[config.mk]
export PLATFORM = sky130hd
export DESIGN_NAME = led_matrix_bitplane_scanner_top
export DESIGN_NICKNAME = d
export VERILOG_FILES = /design/src/rtl/led_bps_pkg.sv /design/src/rtl/led_bps_front.sv /design/src/rtl/led_bps_fifo.sv /design/src/rtl/led_bps_back.sv /design/src/rtl/led_matrix_bitplane_scanner_top.sv
export SDC_FILE = /design/constraint.sdc
export NUM_CORES = 1
export LEC_CHECK = 0
export BUFFER_PORTS_ARGS = -buffer_cell sky130_fd_sc_hd__clkbuf_2
export CORE_AREA = 2 2 173 175
export DETAILED_ROUTE_END_ITERATION = 12
export DIE_AREA = 0 0 175 177
export GPL_TIMING_DRIVEN = 0
export PLACE_DENSITY = 0.75
export SYNTH_ARGS = -nofsm -noshare
export SYNTH_HDL_FRONTEND = slang
export SYNTH_SLANG_ARGS = --single-unit
[constraint.sdc]
create_clock -name clk -period 3.1 [get_ports clk]
set_clock_uncertainty 0.15 [all_clocks]
set_input_delay 0 -clock clk [delete_from_list [all_inputs] [get_ports clk]]
set_output_delay 0 -clock clk [all_outputs]
set_load 0.1 [all_outputs]
[src/rtl/led_bps_pkg.sv]
`timescale 1ns / 1ps
// ----------------------------------------------------------------------------
// led_bps_pkg
// Shared types and constants for the bit-plane LED matrix scanner.
// ----------------------------------------------------------------------------
package led_bps_pkg;

  // Default geometry
  localparam int NUM_SCAN_ROWS_DEF = 7;
  localparam int NUM_PLANES_DEF    = 3;

  // Depth of the row-refresh job queue between front and back
  localparam int QUEUE_DEPTH = 2;

  // Fixed field widths
  localparam int ROW_W   = 3;
  localparam int PLANE_W = 2;
  localparam int BYTE_W  = 8;
  localparam int CFG_W   = 8;
  localparam int CIDX_W  = 2;
  localparam int BIT_CNT_W = 4;

  // Input item modes
  localparam logic MODE_WRITE = 1'b0;
  localparam logic MODE_TICK  = 1'b1;

  // Configuration register indexes
  localparam logic [CIDX_W-1:0] CFG_PLANE0_TICKS = 2'd0;
  localparam logic [CIDX_W-1:0] CFG_PLANE1_TICKS = 2'd1;
  localparam logic [CIDX_W-1:0] CFG_PLANE2_TICKS = 2'd2;

  // Reset values
  localparam logic [CFG_W-1:0] PLANE0_TICKS_RST = 8'd2;
  localparam logic [CFG_W-1:0] PLANE1_TICKS_RST = 8'd8;
  localparam logic [CFG_W-1:0] PLANE2_TICKS_RST = 8'd20;
  localparam logic [CFG_W-1:0] FIRST_COUNT      = 8'd21;

  // Row pattern for row zero; later rows shift right
  localparam logic [BYTE_W-1:0] ROW_ONE_HOT = 8'h40;

  // Bit counter value of the row-enable slot
  localparam logic [BIT_CNT_W-1:0] ENABLE_SLOT = 4'd8;

  typedef struct packed {
    logic                mode;
    logic [PLANE_W-1:0]  plane_sel;
    logic [ROW_W-1:0]    row_sel;
    logic [BYTE_W-1:0]   pixel_byte;
  } in_item_t;

  typedef struct packed {
    logic [BYTE_W-1:0] row_drive;
    logic              col_data;
    logic              col_clock;
    logic              last;
  } out_item_t;

  // One row refresh: byte to shift, row pattern, end-of-refresh flag
  typedef struct packed {
    logic [BYTE_W-1:0] data;
    logic [BYTE_W-1:0] row_drive;
    logic              last;
  } job_t;

endpackage

[src/rtl/led_bps_front.sv]
`timescale 1ns / 1ps
// ----------------------------------------------------------------------------
// led_bps_front
// Accepts input items: stores frame bytes, counts timer ticks, and on expiry
// queues one row refresh job and advances the scan position.
// ----------------------------------------------------------------------------
module led_bps_front #(
  parameter int NUM_SCAN_ROWS = led_bps_pkg::NUM_SCAN_ROWS_DEF,
  parameter int NUM_PLANES    = led_bps_pkg::NUM_PLANES_DEF
) (
  input  logic                                clk,
  input  logic                                rst_n,
  input  logic                                in_valid,
  input  led_bps_pkg::in_item_t               in_item,
  input  logic                                q_full,
  output logic                                in_stall,
  input  logic                                cfg_we,
  input  logic [led_bps_pkg::CIDX_W-1:0]      cfg_index,
  input  logic [led_bps_pkg::CFG_W-1:0]       cfg_wdata,
  output logic                                push,
  output led_bps_pkg::job_t                   push_job
);

  localparam int FS_DEPTH = NUM_PLANES * NUM_SCAN_ROWS;
  localparam int IDX_W    = (FS_DEPTH > 1) ? $clog2(FS_DEPTH) : 1;
  localparam logic [led_bps_pkg::ROW_W-1:0]   LAST_ROW   =
    led_bps_pkg::ROW_W'(NUM_SCAN_ROWS - 1);
  localparam logic [led_bps_pkg::PLANE_W-1:0] LAST_PLANE =
    led_bps_pkg::PLANE_W'(NUM_PLANES - 1);

  logic [led_bps_pkg::BYTE_W-1:0]  fs_r [FS_DEPTH];
  logic [led_bps_pkg::CFG_W-1:0]   plane0_ticks_r, plane1_ticks_r, plane2_ticks_r;
  logic [led_bps_pkg::CFG_W-1:0]   ticks_left_r, ticks_left_nxt;
  logic [led_bps_pkg::ROW_W-1:0]   scan_row_r, scan_row_nxt;
  logic [led_bps_pkg::PLANE_W-1:0] scan_plane_r, scan_plane_nxt;

  logic                            in_acc;
  logic                            tick;
  logic                            wr_en;
  logic                            expire;
  logic [led_bps_pkg::CFG_W-1:0]   ticks_dec;
  logic [led_bps_pkg::CFG_W-1:0]   reload;
  logic [IDX_W-1:0]                wr_idx;
  logic [IDX_W-1:0]                rd_idx;

  // Handshake and item decode
  assign in_stall = q_full;
  assign in_acc   = in_valid && !in_stall;
  assign tick     = in_acc && (in_item.mode == led_bps_pkg::MODE_TICK);
  assign wr_en    = in_acc && (in_item.mode == led_bps_pkg::MODE_WRITE) &&
                    ({1'b0, in_item.plane_sel} < 3'(NUM_PLANES)) &&
                    ({1'b0, in_item.row_sel} < 4'(NUM_SCAN_ROWS));

  assign ticks_dec = ticks_left_r - 8'd1;
  assign expire    = tick && (ticks_dec == '0);
  assign push      = expire;

  assign wr_idx = IDX_W'(in_item.plane_sel * NUM_SCAN_ROWS + in_item.row_sel);
  assign rd_idx = IDX_W'(scan_plane_r * NUM_SCAN_ROWS + scan_row_r);

  // Lit time of the plane being refreshed
  always_comb begin
    case (scan_plane_r)
      2'd0:    reload = plane0_ticks_r;
      2'd1:    reload = plane1_ticks_r;
      default: reload = plane2_ticks_r;
    endcase
  end

  // Refresh job for the current row
  always_comb begin
    push_job.data      = fs_r[rd_idx];
    push_job.row_drive = led_bps_pkg::ROW_ONE_HOT >> scan_row_r;
    push_job.last      = (scan_row_r == LAST_ROW) && (scan_plane_r == LAST_PLANE);
  end

  // Countdown and scan position
  always_comb begin
    ticks_left_nxt = ticks_left_r;
    scan_row_nxt   = scan_row_r;
    scan_plane_nxt = scan_plane_r;
    if (expire) begin
      ticks_left_nxt = reload;
      if (scan_row_r == LAST_ROW) begin
        scan_row_nxt   = '0;
        scan_plane_nxt = (scan_plane_r == LAST_PLANE) ? '0 : scan_plane_r + 2'd1;
      end else begin
        scan_row_nxt = scan_row_r + 3'd1;
      end
    end else if (tick) begin
      ticks_left_nxt = ticks_dec;
    end
  end

  always_ff @(posedge clk) begin
    if (!rst_n) begin
      ticks_left_r <= led_bps_pkg::FIRST_COUNT;
      scan_row_r   <= '0;
      scan_plane_r <= '0;
    end else begin
      ticks_left_r <= ticks_left_nxt;
      scan_row_r   <= scan_row_nxt;
      scan_plane_r <= scan_plane_nxt;
    end
  end

  // Plane lit-time registers
  always_ff @(posedge clk) begin
    if (!rst_n) begin
      plane0_ticks_r <= led_bps_pkg::PLANE0_TICKS_RST;
      plane1_ticks_r <= led_bps_pkg::PLANE1_TICKS_RST;
      plane2_ticks_r <= led_bps_pkg::PLANE2_TICKS_RST;
    end else if (cfg_we) begin
      if (cfg_index == led_bps_pkg::CFG_PLANE0_TICKS) plane0_ticks_r <= cfg_wdata;
      if (cfg_index == led_bps_pkg::CFG_PLANE1_TICKS) plane1_ticks_r <= cfg_wdata;
      if (cfg_index == led_bps_pkg::CFG_PLANE2_TICKS) plane2_ticks_r <= cfg_wdata;
    end
  end

  // Frame store, cleared at reset
  always_ff @(posedge clk) begin
    if (!rst_n) begin
      for (int i = 0; i < FS_DEPTH; i++) begin
        fs_r[i] <= '0;
      end
    end else if (wr_en) begin
      fs_r[wr_idx] <= in_item.pixel_byte;
    end
  end

  // A job is queued only by an accepted tick
  a_push_on_tick: assert property (@(posedge clk) disable iff (!rst_n)
    push |-> (in_valid && !in_stall && in_item.mode == led_bps_pkg::MODE_TICK))
    else $error("job queued without an accepted tick");

  // Scan position stays inside the frame
  a_scan_range: assert property (@(posedge clk) disable iff (!rst_n)
    ({1'b0, scan_plane_r} < 3'(NUM_PLANES)) && ({1'b0, scan_row_r} < 4'(NUM_SCAN_ROWS)))
    else $error("scan position outside frame");

  // Input held off whenever the job queue is full
  a_stall_when_full: assert property (@(posedge clk) disable iff (!rst_n)
    q_full |-> in_stall)
    else $error("input taken while job queue full");

endmodule

[src/rtl/led_bps_fifo.sv]
`timescale 1ns / 1ps
// ----------------------------------------------------------------------------
// led_bps_fifo
// Short queue of row refresh jobs between the front and the back.
// ----------------------------------------------------------------------------
module led_bps_fifo #(
  parameter int DEPTH = led_bps_pkg::QUEUE_DEPTH
) (
  input  logic              clk,
  input  logic              rst_n,
  input  logic              push,
  input  led_bps_pkg::job_t push_job,
  input  logic              pop,
  output led_bps_pkg::job_t pop_job,
  output logic              empty,
  output logic              full
);

  localparam int PTR_W = (DEPTH > 1) ? $clog2(DEPTH) : 1;
  localparam int CNT_W = $clog2(DEPTH + 1);
  localparam logic [PTR_W-1:0] LAST_PTR = PTR_W'(DEPTH - 1);

  led_bps_pkg::job_t slot_r [DEPTH];
  logic [PTR_W-1:0]  wr_ptr_r, rd_ptr_r;
  logic [CNT_W-1:0]  count_r;

  assign empty   = (count_r == '0);
  assign full    = (count_r == CNT_W'(DEPTH));
  assign pop_job = slot_r[rd_ptr_r];

  // Pointers and fill count
  always_ff @(posedge clk) begin
    if (!rst_n) begin
      wr_ptr_r <= '0;
      rd_ptr_r <= '0;
      count_r  <= '0;
    end else begin
      if (push) wr_ptr_r <= (wr_ptr_r == LAST_PTR) ? '0 : wr_ptr_r + 1'b1;
      if (pop)  rd_ptr_r <= (rd_ptr_r == LAST_PTR) ? '0 : rd_ptr_r + 1'b1;
      if (push && !pop)      count_r <= count_r + 1'b1;
      else if (pop && !push) count_r <= count_r - 1'b1;
    end
  end

  // Job slots
  always_ff @(posedge clk) begin
    if (push) slot_r[wr_ptr_r] <= push_job;
  end

  a_no_overflow: assert property (@(posedge clk) disable iff (!rst_n) push |-> !full)
    else $error("job queue overflow");

  a_no_underflow: assert property (@(posedge clk) disable iff (!rst_n) pop |-> !empty)
    else $error("job queue underflow");

  a_count_range: assert property (@(posedge clk) disable iff (!rst_n)
    count_r <= CNT_W'(DEPTH))
    else $error("job queue count out of range");

endmodule

[src/rtl/led_bps_back.sv]
`timescale 1ns / 1ps
// ----------------------------------------------------------------------------
// led_bps_back
// Plays out one refresh job as eight shift items and one row-enable item,
// through a registered output stage.
// ----------------------------------------------------------------------------
module led_bps_back (
  input  logic                   clk,
  input  logic                   rst_n,
  input  logic                   q_empty,
  input  led_bps_pkg::job_t      q_job,
  output logic                   pop,
  output logic                   out_valid,
  output led_bps_pkg::out_item_t out_item,
  input  logic                   out_stall
);

  logic                                 cur_valid_r;
  led_bps_pkg::job_t                    cur_job_r;
  logic [led_bps_pkg::BIT_CNT_W-1:0]    cnt_r;
  logic                                 out_valid_r;
  led_bps_pkg::out_item_t               out_item_r;
  led_bps_pkg::out_item_t               item_nxt;
  logic                                 advance;
  logic                                 job_done;

  // Next item of the current job
  always_comb begin
    if (cnt_r == led_bps_pkg::ENABLE_SLOT) begin
      item_nxt.row_drive = cur_job_r.row_drive;
      item_nxt.col_data  = 1'b0;
      item_nxt.col_clock = 1'b0;
      item_nxt.last      = cur_job_r.last;
    end else begin
      item_nxt.row_drive = '0;
      item_nxt.col_data  = cur_job_r.data[cnt_r[2:0]];
      item_nxt.col_clock = 1'b1;
      item_nxt.last      = 1'b0;
    end
  end

  assign advance  = cur_valid_r && (!out_valid_r || !out_stall);
  assign job_done = advance && (cnt_r == led_bps_pkg::ENABLE_SLOT);
  assign pop      = !q_empty && (!cur_valid_r || job_done);

  // Current job and bit counter
  always_ff @(posedge clk) begin
    if (!rst_n) begin
      cur_valid_r <= 1'b0;
      cnt_r       <= '0;
    end else if (pop) begin
      cur_valid_r <= 1'b1;
      cnt_r       <= '0;
    end else if (job_done) begin
      cur_valid_r <= 1'b0;
      cnt_r       <= '0;
    end else if (advance) begin
      cnt_r <= cnt_r + 4'd1;
    end
  end

  always_ff @(posedge clk) begin
    if (pop) cur_job_r <= q_job;
  end

  // Output register
  always_ff @(posedge clk) begin
    if (!rst_n) begin
      out_valid_r <= 1'b0;
    end else if (advance) begin
      out_valid_r <= 1'b1;
    end else if (!out_stall) begin
      out_valid_r <= 1'b0;
    end
  end

  always_ff @(posedge clk) begin
    if (advance) out_item_r <= item_nxt;
  end

  assign out_valid = out_valid_r;
  assign out_item  = out_item_r;

  a_cnt_range: assert property (@(posedge clk) disable iff (!rst_n)
    cnt_r <= led_bps_pkg::ENABLE_SLOT)
    else $error("bit counter past enable slot");

  a_last_lit: assert property (@(posedge clk) disable iff (!rst_n)
    (out_valid_r && out_item_r.last) |-> (out_item_r.row_drive != '0 &&
                                          !out_item_r.col_clock))
    else $error("refresh end without a lit row");

  // A stalled output item stays put
  a_out_hold: assert property (@(posedge clk) disable iff (!rst_n)
    (out_valid_r && out_stall) |=> (out_valid_r && $stable(out_item_r)))
    else $error("stalled output item changed");

endmodule

[src/rtl/led_matrix_bitplane_scanner_top.sv]
`timescale 1ns / 1ps
// An expiring tick item queues a refresh job, which the back end pops and plays out on out_valid.
// Each expiry gives 9 result items, one per cycle while not stalled, set by the back-end bit counter.
// Input items are taken one per cycle while the 2-deep job queue has room.
// Sustained rate is bounded by the back end, which plays out one row refresh job at a time.
// Reset (synchronous, rst_n low) clears the frame store, scan position and queue,
// loads the countdown with 21 and the plane lit times with 2, 8 and 20.
// ----------------------------------------------------------------------------
// led_matrix_bitplane_scanner_top
// Multiplexed LED matrix scanner with bit-plane intensity control.
// ----------------------------------------------------------------------------
module led_matrix_bitplane_scanner_top #(
  parameter int NUM_SCAN_ROWS = led_bps_pkg::NUM_SCAN_ROWS_DEF,
  parameter int NUM_PLANES    = led_bps_pkg::NUM_PLANES_DEF
) (
  input  logic                           clk,
  input  logic                           rst_n,
  input  logic                           in_valid,
  input  led_bps_pkg::in_item_t          in_item,
  output logic                           in_stall,
  output logic                           out_valid,
  output led_bps_pkg::out_item_t         out_item,
  input  logic                           out_stall,
  input  logic                           cfg_we,
  input  logic [led_bps_pkg::CIDX_W-1:0] cfg_index,
  input  logic [led_bps_pkg::CFG_W-1:0]  cfg_wdata
);

  logic              push, pop, q_empty, q_full;
  led_bps_pkg::job_t push_job, pop_job;

  // Front: item decode, frame store, countdown
  led_bps_front #(
    .NUM_SCAN_ROWS (NUM_SCAN_ROWS),
    .NUM_PLANES    (NUM_PLANES)
  ) u_front (
    .clk       (clk),
    .rst_n     (rst_n),
    .in_valid  (in_valid),
    .in_item   (in_item),
    .q_full    (q_full),
    .in_stall  (in_stall),
    .cfg_we    (cfg_we),
    .cfg_index (cfg_index),
    .cfg_wdata (cfg_wdata),
    .push      (push),
    .push_job  (push_job)
  );

  // Job queue
  led_bps_fifo #(
    .DEPTH (led_bps_pkg::QUEUE_DEPTH)
  ) u_fifo (
    .clk      (clk),
    .rst_n    (rst_n),
    .push     (push),
    .push_job (push_job),
    .pop      (pop),
    .pop_job  (pop_job),
    .empty    (q_empty),
    .full     (q_full)
  );

  // Back: serial shift-out and row enable
  led_bps_back u_back (
    .clk       (clk),
    .rst_n     (rst_n),
    .q_empty   (q_empty),
    .q_job     (pop_job),
    .pop       (pop),
    .out_valid (out_valid),
    .out_item  (out_item),
    .out_stall (out_stall)
  );

endmodule

==> results.sh, run 1 <==
export IMPL_status="finished with violations"
export IMPL_violations="setup timing"
export IMPL_critPathCaptureType="flip-flop"
export IMPL_gp_congestion=0.8775
export IMPL_instances_no_fill=1585
export IMPL_vias=9278
export IMPL_cp_start_kind="flip-flop"
export IMPL_drv_slew=0
export IMPL_rr_startpoint="u_front.scan_plane_r[0]"
export IMPL_finalCritPeriodShare_pct=101.3
export IMPL_die_area_mm2=0.03098
export IMPL_cts_root_buf="clkbuf_16"
export IMPL_htreeDepth=2
export IMPL_peakVddDrop_mv=0.5438
export IMPL_relSlewSlack_pct=14.20
export IMPL_cap_violations=0
export IMPL_crit_chain="fa_1 -> ha_2 -> inv_2 -> fa_2 -> xor2_4 -> buf_12 -> buf_12 -> mux2i_2 -> a32o_2 -> a221oi_4"
export IMPL_syn_num_nets=1117
export IMPL_period_minus_slack_ns=3.139
export IMPL_avgRoutedWirePerCell_um=22.66
export IMPL_coreArea_mm2=0.02924
export IMPL_reg2reg_slack_ns=-0.04
export IMPL_finalSetupTns_ns=-0.2747
export IMPL_r2r_end="u_fifo.slot_r[1][14]"
export IMPL_p_per_area_mw_per_mm2=604.7
export IMPL_crit_fanout=10
export IMPL_insertion_delay_ns=0.54
export IMPL_dp_slack_ns=-1.033
export IMPL_wl_mm=35.92
export IMPL_cts_sinks=361
export IMPL_finalInstanceArea_mm2=0.01866
export IMPL_endpoint="u_fifo.slot_r[1][14]"
export IMPL_place_port_buffers=40
export IMPL_worst_r2r_cell_count=10
export IMPL_viasPerCell=5.854
export IMPL_initial_core_util_pct=55.00
export IMPL_ant_nets=0
export IMPL_critical_path_class="reg -> reg"
export IMPL_layout_drive_gt1_share_pct=22.95
export IMPL_avgSynthCellArea_um2=15.14
export IMPL_grt_pass1_vias=9789
export IMPL_critPathLaunch="u_front.scan_plane_r[0]"
export IMPL_std_cell_rows=63
export IMPL_synthCells=1062
export IMPL_drc=0
export IMPL_grt_pass1_wl_mm=54.92
export IMPL_dieWidth_um=175
export IMPL_critical_path_arrival_ns=3.30
export IMPL_hold_violations=0
export IMPL_placed_cell_area_mm2=0.01677
export IMPL_slowest_stage="fa_1"
export IMPL_netlist_area_mm2=0.01608
export IMPL_num_nets_final=1220
export IMPL_cts_max_path_buffers=3
export IMPL_ys_types=60
export IMPL_p_total_mw=11.29
export IMPL_cts_made_buffers=37
export IMPL_leakage_nw=6.623
export IMPL_dpl_cell_count=1492
export IMPL_grt_usage_pct=23.69
export IMPL_ys_seq_area_share_pct=64.48
export IMPL_drtIter0Drc=956
export IMPL_grt_max_degree=17
export IMPL_cp_common_cell="buf_12"
export IMPL_cp_required_ns=3.26
export IMPL_slowest_delay_ns=0.53
export IMPL_fmax_mhz=318.6
export IMPL_dp_hpwl_mm=23.48
export IMPL_antenna_found_initial=0
export IMPL_synth_edf_count=314
export IMPL_worst_slew_pin_transition_ns=1.277
export IMPL_ys_warn_count=0
export IMPL_hold_class="in -> reg"
export IMPL_synth_ff_type="edfxtp_1"
export IMPL_yosys_register_bits=361
export IMPL_setup_viol=12
export IMPL_ioPinCount=42
export IMPL_overflow=0
export IMPL_nFillCells=2051
export IMPL_area_growth_pct=16.04
export IMPL_path_clk_slew_ns=0.06
export IMPL_die_h_um=177
export IMPL_postLayoutSetupSlackWorst_ns=-0.03876
export IMPL_drt_pass1_iterations=7
export IMPL_async_flop_share_pct=0
export IMPL_rsz0062_at_grt="yes"
export IMPL_cts_tree="done"
[cell type report]
class	count	area (um2)	area share [%]
Antenna cell	1	2.502	0.01341
Buffer	59	322.8	1.730
Clock buffer	52	1023	5.484
Clock inverter	16	156.4	0.8380
Inverter	20	75.07	0.4023
Multi-Input combinational cell	621	5752	30.82
Sequential cell	361	10380	55.61
Tap cell	390	488.0	2.615
Timing Repair Buffer	65	464.2	2.487
[per-stage QoR]
step	hold slack (ns)	util [%]
2_1_floorplan	-0.05113	-
3_3_place_gp	0.1153	57.35
3_5_place_dp	0.1120	57.35
4_1_cts	0.03200	63.07
5_1_grt	0.06959	63.81
6_report	0.03962	63.82
[report_power, final]
group	switching, mW	total [mW]	internal (mW)
Combinational	0.874	1.24	0.367
Sequential	0.113	5.68	5.57
Clock	1.86	4.36	2.50
[registers in the layout, indices dropped and copies added, names as in the netlist, 4 cells and up]
name,count
u_back.cnt_r,4
u_back.cur_job_r,16
u_back.out_item,10
u_fifo.slot_r,32
u_front.fs_r,256
u_front.plane0_ticks_r,8
u_front.plane1_ticks_r,8
u_front.plane2_ticks_r,8
u_front.ticks_left_r,8
[worst max-delay path, delay by kind of cell, from the launching register on]
family,cells,cell delay [ns]
AOI/OAI and AO/OA,2,0.52
adders and majority gates,3,1.18
xor gates and xnor gates,1,0.20
muxes,1,0.16
buffers and inverters,3,0.34
DFF,1,0.36
[logic make-up after synthesis]
group | synth area share [%]
other | 0.02332
muxes | 13.79
xor gates and xnor gates | 0.8091
and+or+nand+nor | 12.93
adders and majority gates | 2.303
AOI/OAI and AO/OA | 3.532
DFF | 64.48
buffers and inverters | 2.132
[repair_timing]
item	4_1_cts	5_1_grt
hold buffers	17	0
resized for setup	70	43
cloned	0	1
setup buffers	6	3
pin swaps	4	4
endpoints found under the hold margin	135	0
endpoints found under the setup margin	141	84
[cell usage in the layout (no fill, tap or decap), types with 6 or more instances in the layout]
cell,count
mux2i_1,35
a22o_1,6
clkbuf_16,39
clkbuf_1,47
o21ai_0,8
mux2_2,17
buf_4,13
inv_1,19
a32o_2,8
nand3_1,12
xnor2_1,6
dfxtp_1,44
ha_1,19
nor4_1,7
a21oi_1,13
nand3b_1,6
clkbuf_2,43
dlygate4sd3_1,17
nor2_1,39
mux4_2,66
mux2i_4,7
nand2_1,47
o21ai_1,16
nor2b_1,28
mux2i_2,12
edfxtp_1,314
a221oi_4,8
and2_1,183
[cell usage after synthesis (7+ instances only)]
cell type | count | share of area [%]
mux2i_1 | 54 | 3.4
edfxtp_1 | 314 | 59
nand2_1 | 47 | 1.1
a221oi_1 | 8 | 0.44
inv_1 | 20 | 0.47
nor3_1 | 9 | 0.28
nor2_1 | 41 | 0.96
ha_1 | 20 | 1.6
a21oi_1 | 14 | 0.44
buf_2 | 9 | 0.28
dfxtp_1 | 47 | 5.9
nand3_1 | 12 | 0.37
and2_1 | 183 | 7.1
a32o_1 | 8 | 0.50
nor2b_1 | 29 | 1.1
mux2_2 | 17 | 1.2
xnor2_1 | 7 | 0.38
clkbuf_1 | 38 | 0.89
nor4_1 | 7 | 0.27
mux4_2 | 66 | 9.2
o21ai_0 | 24 | 0.75
[worst min-delay path by stage]
stage                            start  cells after the start  slack [ns]                         to
after CTS                 cfg_index[0]                      5        0.03  u_front.plane0_ticks_r[1]
after detailed placement  cfg_wdata[2]                      3        0.11  u_front.plane2_ticks_r[2]
after global placement    cfg_wdata[4]                      3        0.12  u_front.plane2_ticks_r[4]
after global routing      cfg_index[0]                      5        0.07  u_front.plane0_ticks_r[1]
after floorplan             in_item[0]                      0       -0.05        u_front.fs_r[21][0]
final                     cfg_index[0]                      5        0.04  u_front.plane0_ticks_r[1]
[per-layer routing]
layer	global-route usage, %	up-vias	share of wire [%]	routed length (um)
li1	-	4176	-	-
met1	30.25	4621	40	14360
met2	40.23	379	49	17570
met3	4.768	102	7.5	2687
met4	9.236	0	3.6	1298
met5	0	-	0	0
(Power assumes the default switching activity.)
==> inputs of run 2 (changes only) <==
--- a/config.mk
+++ b/config.mk
@@ -11,6 +11,7 @@
 export DIE_AREA = 0 0 175 177
 export GPL_TIMING_DRIVEN = 0
 export PLACE_DENSITY = 0.75
+export REMOVE_ABC_BUFFERS = 1
 export SYNTH_ARGS = -nofsm -noshare
 export SYNTH_HDL_FRONTEND = slang
 export SYNTH_SLANG_ARGS = --single-unit
==> results.sh, run 2 (same netlist as run 1, synthesis figures left out) <==
export IMPL_status="finished clean"
export IMPL_top_register="u_front.fs_r"
export IMPL_final_common_cell="edfxtp_1"
export IMPL_p_total_mw=11.12
export IMPL_num_nets_final=1180
export IMPL_cp_depth=10
export IMPL_path_clk_slew_ns=0.06
export IMPL_drc=0
export IMPL_p_switching_mw=2.739
export IMPL_pwr_share_comb_pct=10.6
export IMPL_final_cell_mix="edfxtp_1, and2_1, mux4_2, mux2i_1, nand2_1"
export IMPL_antenna_found_initial=0
export IMPL_cp_required_ns=3.25
export IMPL_fmax_mhz=323.7
export IMPL_die_area_mm2=0.03098
export IMPL_crit_fanout=6
export IMPL_slowest_delay_ns=0.59
export IMPL_drtIter0Drc=879
export IMPL_vias=9005
export IMPL_htreeDepth=2
export IMPL_internal_power_mw=8.383
export IMPL_grt_usage_pct=22.61
export IMPL_peakVddDrop_mv=0.4235
export IMPL_hold_class="in -> reg"
export IMPL_final_util_pct=63.33
export IMPL_crit_chain="fa_1 -> ha_4 -> inv_2 -> fa_2 -> xor2_4 -> buf_6 -> buf_16 -> nand2_1 -> a32o_2 -> a221oi_4"
export IMPL_insertion_delay_ns=0.52
export IMPL_finalCritPeriodShare_pct=99.65
export IMPL_rr_startpoint="u_front.scan_plane_r[0]"
export IMPL_crit_buf_inv=3
export IMPL_ant_nets=0
export IMPL_wl_mm=34.18
export IMPL_critical_path_class="reg -> reg"
export IMPL_cts_max_path_buffers=3
export IMPL_leakage_nw=6.631
export IMPL_overflow=0
export IMPL_finalSetupTns_ns=0
export IMPL_cts_sinks=361
export IMPL_hold_violations=0
export IMPL_critPathCaptureType="flip-flop"
export IMPL_dpl_cell_count=1435
export IMPL_clockPowerShare_pct=38.1
export IMPL_hold_worst_slack_ns=0.03774
export IMPL_cp_start_kind="flip-flop"
export IMPL_worstHoldPathCells=1
export IMPL_rsz0062_at_grt="yes"
export IMPL_drt_pass1_iterations=5
export IMPL_setup_viol=0
export IMPL_instances_no_fill=1541
export IMPL_holdPathEnd="u_front.fs_r[28][3]"
export IMPL_worst_r2r_cell_count=10
export IMPL_critical_path_arrival_ns=3.24
export IMPL_period_minus_slack_ns=3.089
export IMPL_relSlewSlack_pct=13.24
export IMPL_layout_drive_gt1_share_pct=23.28
export IMPL_top_regs="u_front.fs_r: 256 flops, u_fifo.slot_r: 32 flops, u_back.cur_job_r: 16 flops"
export IMPL_dp_hpwl_mm=20.50
export IMPL_grt_pass1_vias=9226
export IMPL_grt_pass1_wl_mm=52.83
export IMPL_gp_congestion=0.8211
export IMPL_place_port_buffers=40
export IMPL_largest_reg_flops=256
export IMPL_grt_max_degree=75
export IMPL_std_cell_rows=63
export IMPL_viasPerCell=5.844
export IMPL_cts_made_buffers=39
export IMPL_slowest_stage="fa_1"
export IMPL_die_h_um=177
export IMPL_avgRoutedWirePerCell_um=22.18
export IMPL_dieWidth_um=175
export IMPL_drv_slew=0
export IMPL_reg2reg_slack_ns=0.01
export IMPL_p_sw_share_pct=24.63
export IMPL_seqPwrFrac_pct=51.3
export IMPL_p_per_area_mw_per_mm2=600.5
export IMPL_diodes=0
export IMPL_area_growth_pct=15.16
export IMPL_r2r_end="u_fifo.slot_r[0][11]"
export IMPL_cts_tree="done"
export IMPL_worst_slew_pin_transition_ns=1.288
export IMPL_critical_path_top_delay_family="adder cells"
export IMPL_ioPinCount=42
export IMPL_coreArea_mm2=0.02924
export IMPL_min_from="in_item[3]"
export IMPL_cts_root_buf="clkbuf_16"
export IMPL_cap_violations=0
export IMPL_initial_core_util_pct=55.00
[run 2: cell type report]
type                       instances  area, um2
clock inverter                    14      67.56
fill                            2081      10720
sequential                       361      10380
multi-input combinational        621       5692
timing repair buffer              82      728.2
inverter                          20      75.07
tap                              390      488.0
clock buffer                      53       1091
[run 2: repair_timing]
item | CTS | global route
hold buffers | 17 | 0
setup buffers | 12 | 10
pin swaps | 8 | 10
endpoints found under the hold margin | 39 | 0
gates cloned | 2 | 0
resized for setup | 53 | 32
setup endpoints to repair | 173 | 129
[run 2: power groups by stage]
stage | Clock [mW] | Sequential, mW | Combinational (mW)
2_1_floorplan | 0 | 5.99 | 0.601
3_3_place_gp | 0 | 5.80 | 1.09
3_5_place_dp | 0 | 5.81 | 1.12
4_1_cts | 4.30 | 5.70 | 1.16
5_1_grt | 4.49 | 5.74 | 1.27
6_report | 4.24 | 5.71 | 1.18
[run 2: per-stage QoR]
step                      setup WS [ns]  cell area, um2
final                           0.01074           18520
after CTS                      -0.05550           18360
after floorplan                  -1.408           15820
after global placement           -3.135           16500
after global routing           -0.05446           18520
after detailed placement        -0.9143           16630
[run 2: per-layer routing]
layer,wire length (um),track usage [%],part of all wire [%],vias up
met5,0,0,0,-
met4,826,6.458,2.4,0
met3,2140,3.802,6.3,59
met2,17320,39.00,51,314
met1,13890,29.86,41,4538
li1,-,-,-,4094
[run 2: worst max path at each step]
stage,startpoint,to,slack (ns)
floorplan,u_front.scan_plane_r[0],u_fifo.slot_r[0][15],-1.41
global placement,u_front.scan_plane_r[0],u_fifo.slot_r[0][13],-3.13
detailed placement,in_item[11],u_front.fs_r[9][7],-0.91
CTS,in_item[11],u_front.fs_r[18][2],-0.06
global route,u_front.scan_plane_r[0],u_fifo.slot_r[1][9],-0.05
finish,u_front.scan_plane_r[0],u_fifo.slot_r[0][11],0.01
